File: src/hw/rtl/kfilt_pkg.sv
`default_nettype none

package kfilt_pkg;

    localparam int unsigned MAX_WIDTH_DEF = 1024;

    localparam int unsigned PIX_W       = 8;
    localparam int unsigned MODE_W      = 3;
    localparam int unsigned WIDTH_W     = 11;
    localparam int unsigned HEIGHT_W    = 16;
    localparam int unsigned CFG_INDEX_W = 2;
    localparam int unsigned CFG_DATA_W  = 16;

    localparam logic [WIDTH_W-1:0]  WIDTH_RESET  = WIDTH_W'(256);
    localparam logic [HEIGHT_W-1:0] HEIGHT_RESET = HEIGHT_W'(256);

    // signed kernel sum, covers -2040 .. 4080
    localparam int unsigned SUM_W = 13;
    localparam int unsigned MAG_W = SUM_W - 1;

    // floor(s * 0.11111) by reciprocal, exact for every nine-pixel sum
    localparam int unsigned BOX_SHIFT = 28;
    localparam int unsigned MUL_W     = 25;
    localparam logic [MUL_W-1:0] BOX_MUL =
        MUL_W'(((64'd11111 << BOX_SHIFT) + 64'd99999) / 64'd100000);

    // floor(m / 3) for m up to 765
    localparam int unsigned THIRD_SHIFT = 11;
    localparam logic [MUL_W-1:0] THIRD_MUL = MUL_W'(683);

    localparam int unsigned GAUSS_SHIFT   = 4;
    localparam int unsigned SOBEL_SHIFT   = 2;
    localparam int unsigned LAPLACE_SHIFT = 3;

    localparam logic signed [SUM_W-1:0] SHARP_MAX = SUM_W'(255);

    typedef enum logic [MODE_W-1:0] {
        MODE_BOX       = 3'd0,
        MODE_GAUSS     = 3'd1,
        MODE_PREWITT_X = 3'd2,
        MODE_PREWITT_Y = 3'd3,
        MODE_SOBEL_X   = 3'd4,
        MODE_SOBEL_Y   = 3'd5,
        MODE_LAPLACE   = 3'd6,
        MODE_SHARPEN   = 3'd7
    } filter_mode_t;

    typedef enum logic [CFG_INDEX_W-1:0] {
        REG_FILTER_MODE  = 2'd0,
        REG_IMAGE_WIDTH  = 2'd1,
        REG_IMAGE_HEIGHT = 2'd2
    } cfg_reg_t;

    typedef struct packed {
        filter_mode_t          mode;
        logic [WIDTH_W-1:0]    width;
        logic [HEIGHT_W-1:0]   height;
    } cfg_t;

    typedef struct packed {
        logic [PIX_W-1:0] pixel_in;
    } pix_in_t;

    typedef struct packed {
        logic [PIX_W-1:0] pixel_out;
        logic             frame_last;
    } pix_out_t;

    // one new window column plus its position flags
    typedef struct packed {
        logic [PIX_W-1:0] top;
        logic [PIX_W-1:0] mid;
        logic [PIX_W-1:0] px;
        logic             has_result;
        logic             last;
    } column_t;

    typedef struct packed {
        logic signed [SUM_W-1:0] value;
        filter_mode_t            mode;
        logic                    last;
    } raw_t;

endpackage

`default_nettype wire

File: src/hw/rtl/kfilt_window.sv
`default_nettype none

module kfilt_window
    import kfilt_pkg::*;
(
    input  logic         clk,
    input  logic         rst_n,
    input  filter_mode_t mode,
    input  logic         col_valid,
    output logic         col_ready,
    input  column_t      col,
    output logic         raw_valid,
    input  logic         raw_ready,
    output raw_t         raw
);

    logic [PIX_W-1:0]        win_reg [9];
    logic                    win_valid_reg;
    logic                    win_last_reg;
    logic                    raw_valid_reg;
    raw_t                    raw_reg;
    raw_t                    raw_next;
    logic                    raw_in_ready;
    logic                    col_fire;
    logic                    win_adv;

    logic signed [SUM_W-1:0] p [9];
    logic signed [SUM_W-1:0] total;
    logic signed [SUM_W-1:0] nb;
    logic signed [SUM_W-1:0] kern;

    assign raw_in_ready = !raw_valid_reg || raw_ready;
    assign col_ready    = !win_valid_reg || raw_in_ready;
    assign col_fire     = col_valid && col_ready;
    assign win_adv      = win_valid_reg && raw_in_ready;

    always_comb begin
        for (int i = 0; i < 9; i++)
        begin
            p[i] = $signed({{(SUM_W-PIX_W){1'b0}}, win_reg[i]});
        end
        total = p[0] + p[1] + p[2] + p[3] + p[4] + p[5] + p[6] + p[7] + p[8];
        nb    = total - p[4];
        case (mode)
            MODE_BOX:       kern = total;
            MODE_GAUSS:     kern = p[0] + p[2] + p[6] + p[8]
                                 + ((p[1] + p[3] + p[5] + p[7]) <<< 1) + (p[4] <<< 2);
            MODE_PREWITT_X: kern = (p[2] + p[5] + p[8]) - (p[0] + p[3] + p[6]);
            MODE_PREWITT_Y: kern = (p[6] + p[7] + p[8]) - (p[0] + p[1] + p[2]);
            MODE_SOBEL_X:   kern = (p[2] + (p[5] <<< 1) + p[8]) - (p[0] + (p[3] <<< 1) + p[6]);
            MODE_SOBEL_Y:   kern = (p[6] + (p[7] <<< 1) + p[8]) - (p[0] + (p[1] <<< 1) + p[2]);
            MODE_LAPLACE:   kern = (p[4] <<< 3) - nb;
            MODE_SHARPEN:   kern = (p[4] <<< 3) + p[4] - nb;
            default:        kern = total;
        endcase
        raw_next.value = kern;
        raw_next.mode  = mode;
        raw_next.last  = win_last_reg;
    end

    always_ff @(posedge clk or negedge rst_n)
    begin
        if (!rst_n)
        begin
            win_valid_reg <= 1'b0;
            raw_valid_reg <= 1'b0;
        end
        else
        begin
            // border items still shift the window but go no further
            if (col_ready)
            begin
                win_valid_reg <= col_valid && col.has_result;
            end
            if (raw_in_ready)
            begin
                raw_valid_reg <= win_valid_reg;
            end
        end
    end

    always_ff @(posedge clk)
    begin
        if (col_fire)
        begin
            for (int i = 0; i < 3; i++)
            begin
                win_reg[i*3]     <= win_reg[i*3 + 1];
                win_reg[i*3 + 1] <= win_reg[i*3 + 2];
            end
            win_reg[2]   <= col.top;
            win_reg[5]   <= col.mid;
            win_reg[8]   <= col.px;
            win_last_reg <= col.last;
        end
        if (win_adv)
        begin
            raw_reg <= raw_next;
        end
    end

    assign raw_valid = raw_valid_reg;
    assign raw       = raw_reg;

    a_smooth_nonneg: assert property (@(posedge clk) disable iff (!rst_n)
        raw_valid_reg && (raw_reg.mode == MODE_BOX || raw_reg.mode == MODE_GAUSS)
        |-> !raw_reg.value[SUM_W-1])
        else $error("smoothing kernel sum went negative");

endmodule

`default_nettype wire

File: config.mk
export PLATFORM = sky130hd
export DESIGN_NAME = kfilt_window
export DESIGN_NICKNAME = d
export VERILOG_FILES = /design/src/hw/rtl/kfilt_pkg.sv /design/src/hw/rtl/kfilt_window.sv
export SDC_FILE = /design/constraint.sdc
export NUM_CORES = 1
export LEC_CHECK = 0
export ABC_CLOCK_PERIOD_IN_PS = 18490
export BUFFER_PORTS_ARGS = -buffer_cell sky130_fd_sc_hd__buf_2
export CAP_MARGIN = 20
export CORE_MARGIN = 1.5
export CORE_UTILIZATION = 30
export CTS_CLUSTER_SIZE = 30
export DETAILED_ROUTE_END_ITERATION = 7
export GPL_ROUTABILITY_DRIVEN = 0
export PLACE_DENSITY = 0.5
export SYNTH_ARGS = -nofsm -noshare
export SYNTH_HDL_FRONTEND = slang
export SYNTH_SLANG_ARGS = --single-unit
File: constraint.sdc
create_clock -name clk -period 18.49 [get_ports clk]
set_clock_uncertainty 0.05 [all_clocks]
set_input_delay 1.849 -clock clk [delete_from_list [all_inputs] [get_ports clk]]
set_output_delay 1.849 -clock clk [all_outputs]
set_load 0.02 [all_outputs]
==> results of run 1 <==
-- synth_stat cells (all sizes together), types with 4 or more instances --
cell type and instances:
nand2b 9, o211ai 10, o21bai 12, or2 4
xor2 24, o2111ai 5, o22ai 9, a211oi 11
a21oi 58, o21ai 34, ha 125, inv 245
a22oi 5, nand4 4, nand2 37, nor3 14
nand3 14, clkbuf 5, a21o 23, edfxtp 90
a221oi 5, xnor2 47, or3 5, nor2 48
o21a 12, nor2b 6, a31oi 13, fa 207
-- metal layers --
layer / routed length (um) / share of wire (%) / up-vias
met5: 0 / 0 / -
met4: 765 / 2.4 / 0
li1: - / - / 3873
met1: 14600 / 45 / 4081
met2: 16200 / 50 / 131
met3: 861 / 2.7 / 34
-- cell usage in the layout (no fill, tap or decap), types with 3 or more instances in the layout --
cell                        instances
sky130_fd_sc_hd__a21oi_1           57
sky130_fd_sc_hd__mux2i_1            3
sky130_fd_sc_hd__o21ai_1            4
sky130_fd_sc_hd__edfxtp_1          90
sky130_fd_sc_hd__a31oi_1           13
sky130_fd_sc_hd__nor3_1            14
sky130_fd_sc_hd__nand3_1           14
sky130_fd_sc_hd__o211ai_1          10
sky130_fd_sc_hd__or2_2              3
sky130_fd_sc_hd__nor2_1            48
sky130_fd_sc_hd__nand2b_1           9
sky130_fd_sc_hd__xor2_1            24
sky130_fd_sc_hd__or3_1              5
sky130_fd_sc_hd__o2111ai_1          5
sky130_fd_sc_hd__o22ai_1            9
sky130_fd_sc_hd__a221oi_1           5
sky130_fd_sc_hd__clkinv_2           3
sky130_fd_sc_hd__buf_2             51
sky130_fd_sc_hd__o21ai_0           30
sky130_fd_sc_hd__ha_1             125
sky130_fd_sc_hd__inv_1            244
sky130_fd_sc_hd__xnor2_1           46
sky130_fd_sc_hd__a22oi_1            5
sky130_fd_sc_hd__fa_1             207
sky130_fd_sc_hd__clkbuf_16          9
sky130_fd_sc_hd__o21bai_1          12
sky130_fd_sc_hd__o21a_1            12
sky130_fd_sc_hd__nand3b_1           3
sky130_fd_sc_hd__a21o_1            23
sky130_fd_sc_hd__nand2_1           37
sky130_fd_sc_hd__a211oi_1          11
sky130_fd_sc_hd__nor2b_1            6
sky130_fd_sc_hd__nand4_1            4
-- worst max-delay path by stage --
stage                        start      end  slack [ns]  cells past startpoint
global route        win_reg[0][17]  raw[15]        9.68                     30
finish              win_reg[0][17]  raw[15]       10.26                     30
detailed placement  win_reg[0][17]  raw[15]       10.30                     30
CTS                 win_reg[0][17]  raw[15]       10.26                     30
global placement    win_reg[0][17]  raw[15]       10.42                     30
floorplan           win_reg[0][17]  raw[15]       10.98                     30
-- through the flow --
stage | util [%] | setup slack, ns | instance area [um2] | std cells
2_1_floorplan | - | 10.98 | 12300 | 1128
3_3_place_gp | 32.5 | 10.42 | 13200 | 1706
3_5_place_dp | 32.5 | 10.30 | 13200 | 1706
4_1_cts | 33.2 | 10.26 | 13500 | 1722
5_1_grt | 33.2 | 9.68 | 13500 | 1722
6_report | 33.2 | 10.26 | 13500 | 1722
-- logic make-up (layout without fill, tap and decap cells) --
group | after synthesis | after routing | share of synthesized area (%)
fa+ha+maj | 332 | 332 | 46.4
flops | 92 | 92 | 22.4
buf+inv | 253 | 315 | 7.74
mux | 5 | 5 | 0.427
simple gates | 154 | 154 | 5.97
compound gates | 221 | 221 | 12.0
xor+xnor | 71 | 71 | 5.11
-- area by class of cell --
class,count,area (um2),share of cell area [%]
Clock buffer,9,225,1.67
Inverter,246,923,6.84
Tap cell,532,666,4.93
Sequential cell,92,2750,20.4
Timing Repair Buffer,53,270,2.00
Multi-Input combinational cell,783,8600,63.7
Clock inverter,7,65.1,0.482
-- worst reg2reg max path: cells and delay by family, from the launching register on --
kind                       cells  cell delay, ns
AOI/OAI and AO/OA              6            1.11
buffers and inverters          4            0.35
DFF                            1            0.42
xor gates and xnor gates       3            0.44
adders and majority gates     10            4.12
and+or+nand+nor                7            1.48
==> flow_summary.yaml, run 1 <==
worst_setup_path:
  cpMostUsedCell: "sky130_fd_sc_hd__fa_1"
  crit_path_top_delay_cell: "sky130_fd_sc_hd__or4_4"
  cp_buf_inv_count: 4
  ff2ff_path_depth: 30
  largest_driver_fanout_on_the_critical_path: 6
  worst_r2r_startpoint: "win_reg[0][17]"
  crit_end_element: "flip-flop"
  setup.reg_to_reg.worst_slack_ns: 10.26
  worst_r2r_endpoint: "raw[15]"
  critical_path_required_ns: 18.55
  critical-path-max-stage-delay_ns: 0.57
  cell_class_contributing_the_biggest_share_of_worst_path_delay: "adder cells"
  start_kind: "flip-flop"
  timing.critical_path.arrival_ns: 8.29
  timing.setup.critical_path_class: "flip-flop to flip-flop"
global_route:
  use_met3_pct: 2.31
  most_crowded_layer_after_global_routing: "met2"
  grt_start_max_net_pins: 63
  first_global_vias: 8790
  global_route.usage.total_pct: 16.7
  antenna_found_initial: 0
  grt_use_met1_pct: 21.3
  gr-usage-met2_pct: 28.9
  grt_first_pass_wirelength_um: 51300
  leftover_overflow_at_the_end_of_global_routing: 0
timing:
  fin_tns_setup_ns: 0
  maximum_frequency_from_static_timing_analysis_mhz: 122
  max_slew.worst_pin.slew_ns: 0.877
  timing.slew.headroom_pct: 41.5
  post_route_minimum_period_ns: 8.23
  finalHoldViolations: 0
  finalMaxSlewViolations: 0
  setup_repair_after_global_routing_missed_its_margin: "false"
  finalCritPeriodShare_pct: 44.5
  final.hold.worst_slack_ns: 0.384
  setup_viol: 0
worst_hold_path:
  min_delay_worst_endpoint: "raw[0]"
  worstHoldStart: "win_last_reg"
  hold_path_depth: 0
  worstHoldPathType: "flip-flop to flip-flop"
route:
  first_pass_iters: 5
  detail_route.drc_violations: 0
  route.antenna.remaining_nets: 0
  drt-initial-drc-count: 476
  wl_per_cell_um: 18.9
  viasPerCell: 4.71
  dr_total_vias: 8119
  wl_um: 32500
logic_synthesis:
  synth.avg_cell_area_um2: 10.9
  ys_dominant_reg_cell: "sky130_fd_sc_hd__edfxtp_1"
  netlist-cell-type-count: 63
  synth_edf_count: 90
  synth_top_area_share_pct: 33.7
  total_of_warnings_raised_by_yosys: 0
  seq_area_frac_synth_pct: 22.4
  share_of_synthesized_registers_carrying_an_async_set_or_reset_pct: 2.17
  mappedNetlistNets: 1493
  number_of_instances_in_the_synthesized_netlist: 1128
  yosysTopAreaCell: "sky130_fd_sc_hd__fa_1"
  yosys_register_bits: 92
  synthTopCellsByArea: "sky130_fd_sc_hd__fa_1 34%, sky130_fd_sc_hd__edfxtp_1 22%, sky130_fd_sc_hd__ha_1 13%"
  netlist_area_before_placement_um2: 12300
clock_tree:
  clock_tree_from_tritoncts: "built"
  cts_num_sinks: 92
  max-clock-path-buffers: 2
  postCtsSetupBuffers: 0
  post_cts.resized_instances: 0
  cts-htree-levels: 3
  clk-insertion-delay-late_ns: 0.39
  hold_buffers: 0
  cts_inserted_buffers: 9
  cts-root-buf: "sky130_fd_sc_hd__clkbuf_16"
  cts.clk_slew.worst_paths_ns: 0.07
cells_and_area:
  area_delta_synth_final_pct: 9.75
  antenna_cells: 0
  layout-drive-gt1-share_pct: 6.97
  layout.nets: 1550
  largest_reg_flops: 72
  fillers: 4145
flow_run:
  drv.max_cap_violation_count: 0
floorplan:
  top_level_ports: 52
  std_cell_rows: 74
  die_h_um: 206
  core-area_um2: 40600
  initial_utilization_pct: 30.3
  die_w_um: 206
  die_area_um2: 42200
placed_design:
  detailedPlacementHpwl_um: 27900
  port_buffers: 51
status:
  run_status: "finished clean"
Power of run 1 is not shown: default switching activity piles up to over one toggle a cycle in this logic, so the estimate is an artifact.
==> inputs of run 2 (changes only) <==
--- a/config.mk
+++ b/config.mk
@@ -5,7 +5,7 @@
 export SDC_FILE = /design/constraint.sdc
 export NUM_CORES = 1
 export LEC_CHECK = 0
-export ABC_CLOCK_PERIOD_IN_PS = 18490
+export ABC_CLOCK_PERIOD_IN_PS = 7400
 export BUFFER_PORTS_ARGS = -buffer_cell sky130_fd_sc_hd__buf_2
 export CAP_MARGIN = 20
 export CORE_MARGIN = 1.5
@@ -13,7 +13,7 @@
 export CTS_CLUSTER_SIZE = 30
 export DETAILED_ROUTE_END_ITERATION = 7
 export GPL_ROUTABILITY_DRIVEN = 0
-export PLACE_DENSITY = 0.5
+export PLACE_DENSITY = 0.51
 export SYNTH_ARGS = -nofsm -noshare
 export SYNTH_HDL_FRONTEND = slang
 export SYNTH_SLANG_ARGS = --single-unit
==> constraint.sdc (replaced) <==
create_clock -name clk -period 7.4 [get_ports clk]
set_clock_uncertainty 0.05 [all_clocks]
set_input_delay 0.74 -clock clk [delete_from_list [all_inputs] [get_ports clk]]
set_output_delay 0.74 -clock clk [all_outputs]
set_load 0.02 [all_outputs]
==> run 2 against run 1 <==
Against the previous run: critical endpoint unchanged; setup slack worse by 10 ns; clock-buffer cell count did not move; register-to-register slack got worse by 10 ns; die area is the same; the run now ends with negative setup slack left; core utilization rose by 2.5 points; routed wire length is 3.5% higher; critical path depth is 2 lower.
==> flow_summary.yaml, run 2 (synthesis results as in run 1) <==
timing:
  finalCritPeriodShare_pct: 101
  finalMaxSlewViolations: 0
  max_slew.worst_pin.slew_ns: 0.886
  post_route_minimum_period_ns: 7.47
  maximum_frequency_from_static_timing_analysis_mhz: 134
  timing.final.ws_setup_ns: -0.0698
  setup_repair_after_global_routing_missed_its_margin: "true"
  timing.slew.headroom_pct: 41.0
  final.hold.worst_slack_ns: 0.0672
  finalHoldViolations: 0
  setup_viol: 2
placed_design:
  detailedPlacementHpwl_um: 28500
  placed_cells_incl_taps: 1787
  port_buffers: 51
  dp_slack_ns: -0.431
  detailed_place.area_um2: 13800
clock_tree:
  cts.clk_slew.worst_paths_ns: 0.08
  max-clock-path-buffers: 2
  cts-htree-levels: 3
  cts_num_sinks: 92
  cts-root-buf: "sky130_fd_sc_hd__clkbuf_16"
  cts_inserted_buffers: 9
  hold_buffers: 0
  clk-insertion-delay-late_ns: 0.39
  clock_tree_from_tritoncts: "built"
cells_and_area:
  multi_input_area_um2: 8870
  largest_reg_flops: 72
  layout-drive-gt1-share_pct: 17.8
  fillers: 4095
  mostFrequentLayoutCell: "sky130_fd_sc_hd__inv_1"
  postLayoutCellArea_um2: 14500
  antenna_cells: 0
  instances_no_fill: 1817
  register_area_um2: 2750
  mostFrequentLayoutCells: "239 x sky130_fd_sc_hd__inv_1, 205 x sky130_fd_sc_hd__fa_1, 117 x sky130_fd_sc_hd__ha_1"
  area_delta_synth_final_pct: 18.1
  layout.nets: 1645
worst_setup_path:
  largest_driver_fanout_on_the_critical_path: 4
  crit_path_top_delay_cell: "sky130_fd_sc_hd__fa_1"
  cpMostUsedCell: "sky130_fd_sc_hd__fa_1"
  start_kind: "flip-flop"
  critical-path-max-stage-delay_ns: 0.53
  ff2ff_path_depth: 28
  critical_path_required_ns: 7.46
  worst_r2r_endpoint: "raw[15]"
  crit_end_element: "flip-flop"
  timing.setup.critical_path_class: "flip-flop to flip-flop"
  setup.reg_to_reg.worst_slack_ns: -0.07
  worst_r2r_startpoint: "win_reg[0][1]"
  timing.critical_path.arrival_ns: 7.53
global_route:
  leftover_overflow_at_the_end_of_global_routing: 0
  grt_start_max_net_pins: 63
  grt_first_pass_wirelength_um: 53700
  first_global_vias: 9340
  antenna_found_initial: 0
  global_route.usage.total_pct: 17.2
floorplan:
  top_level_ports: 52
  die_area_um2: 42200
  die_h_um: 206
  core-area_um2: 40600
  initial_utilization_pct: 30.3
  die_w_um: 206
  std_cell_rows: 74
route:
  wl_per_cell_um: 18.5
  drt-initial-drc-count: 437
  route.layer.met1.wl_um: 15100
  detail_route.drc_violations: 0
  wl_met2_um: 16300
  route.antenna.remaining_nets: 0
  viasPerCell: 4.67
  dr_total_vias: 8479
  wl_met3_um: 960
  first_pass_iters: 5
  top_layer_used: "met4"
  wl_um: 33600
worst_hold_path:
  worstHoldPathType: "primary input to async pin"
status:
  failing_checks: "negative setup slack"
  run_status: "complete, but fails checks"
flow_run:
  drv.max_cap_violation_count: 0
run 2: changes by cell type in the layout (fill, tap and decap cells not counted), moves of 7 or more:
cell and delta:
sky130_fd_sc_hd__a21oi_1 -9, sky130_fd_sc_hd__a21oi_2 +8, sky130_fd_sc_hd__xnor2_2 +7, sky130_fd_sc_hd__buf_4 +92, sky130_fd_sc_hd__xnor2_1 -7, sky130_fd_sc_hd__ha_1 -8
run 2: layout make-up:
cell class,count,share of cell area [%]
Clock buffer,9,1.55
Clock inverter,7,0.680
Inverter,246,6.35
Multi-Input combinational cell,783,61.1
Sequential cell,92,18.9
Tap cell,532,4.58
Timing Repair Buffer,148,6.84
run 2: critical path, delay by kind of cell, from the launching register on:
family	cells	cell delay [ns]
AOI/OAI and AO/OA	6	1.09
xor gates and xnor gates	2	0.31
adders and majority gates	10	3.89
buffers and inverters	5	0.34
DFF	1	0.42
and+or+nand+nor	5	1.06
run 2: repair_timing:
action,in CTS,in global routing
endpoints found under the setup margin,8,8
pin swaps,12,23
buffers inserted,6,8
gates resized for setup,18,41
cloned,0,0
run 2: worst max path at each step:
stage	start	end	slack, ns	depth (start not counted)
2_1_floorplan	win_reg[0][17]	raw[15]	0.03	29
3_3_place_gp	win_reg[0][17]	raw[15]	-0.30	30
3_5_place_dp	win_reg[0][17]	raw[15]	-0.43	30
4_1_cts	win_reg[0][17]	raw[15]	-0.22	28
5_1_grt	win_reg[0][17]	raw[15]	-0.43	31
6_report	win_reg[0][1]	raw[15]	-0.07	28
run 2: through the flow:
stage,TNS (ns),utilization (%)
after floorplan,0,-
after global placement,-0.784,34.0
after detailed placement,-1.54,34.0
after CTS,-0.525,35.1
after global routing,-1.99,35.8
final,-0.0764,35.8
run 2: per-layer routing:
metal	GRT usage, %	vias to the layer above
li1	-	4057
met1	22.1	4226
met2	28.7	144
met3	2.58	52
met4	7.46	0
met5	0	-
Power of run 2 is left out for the same reason.
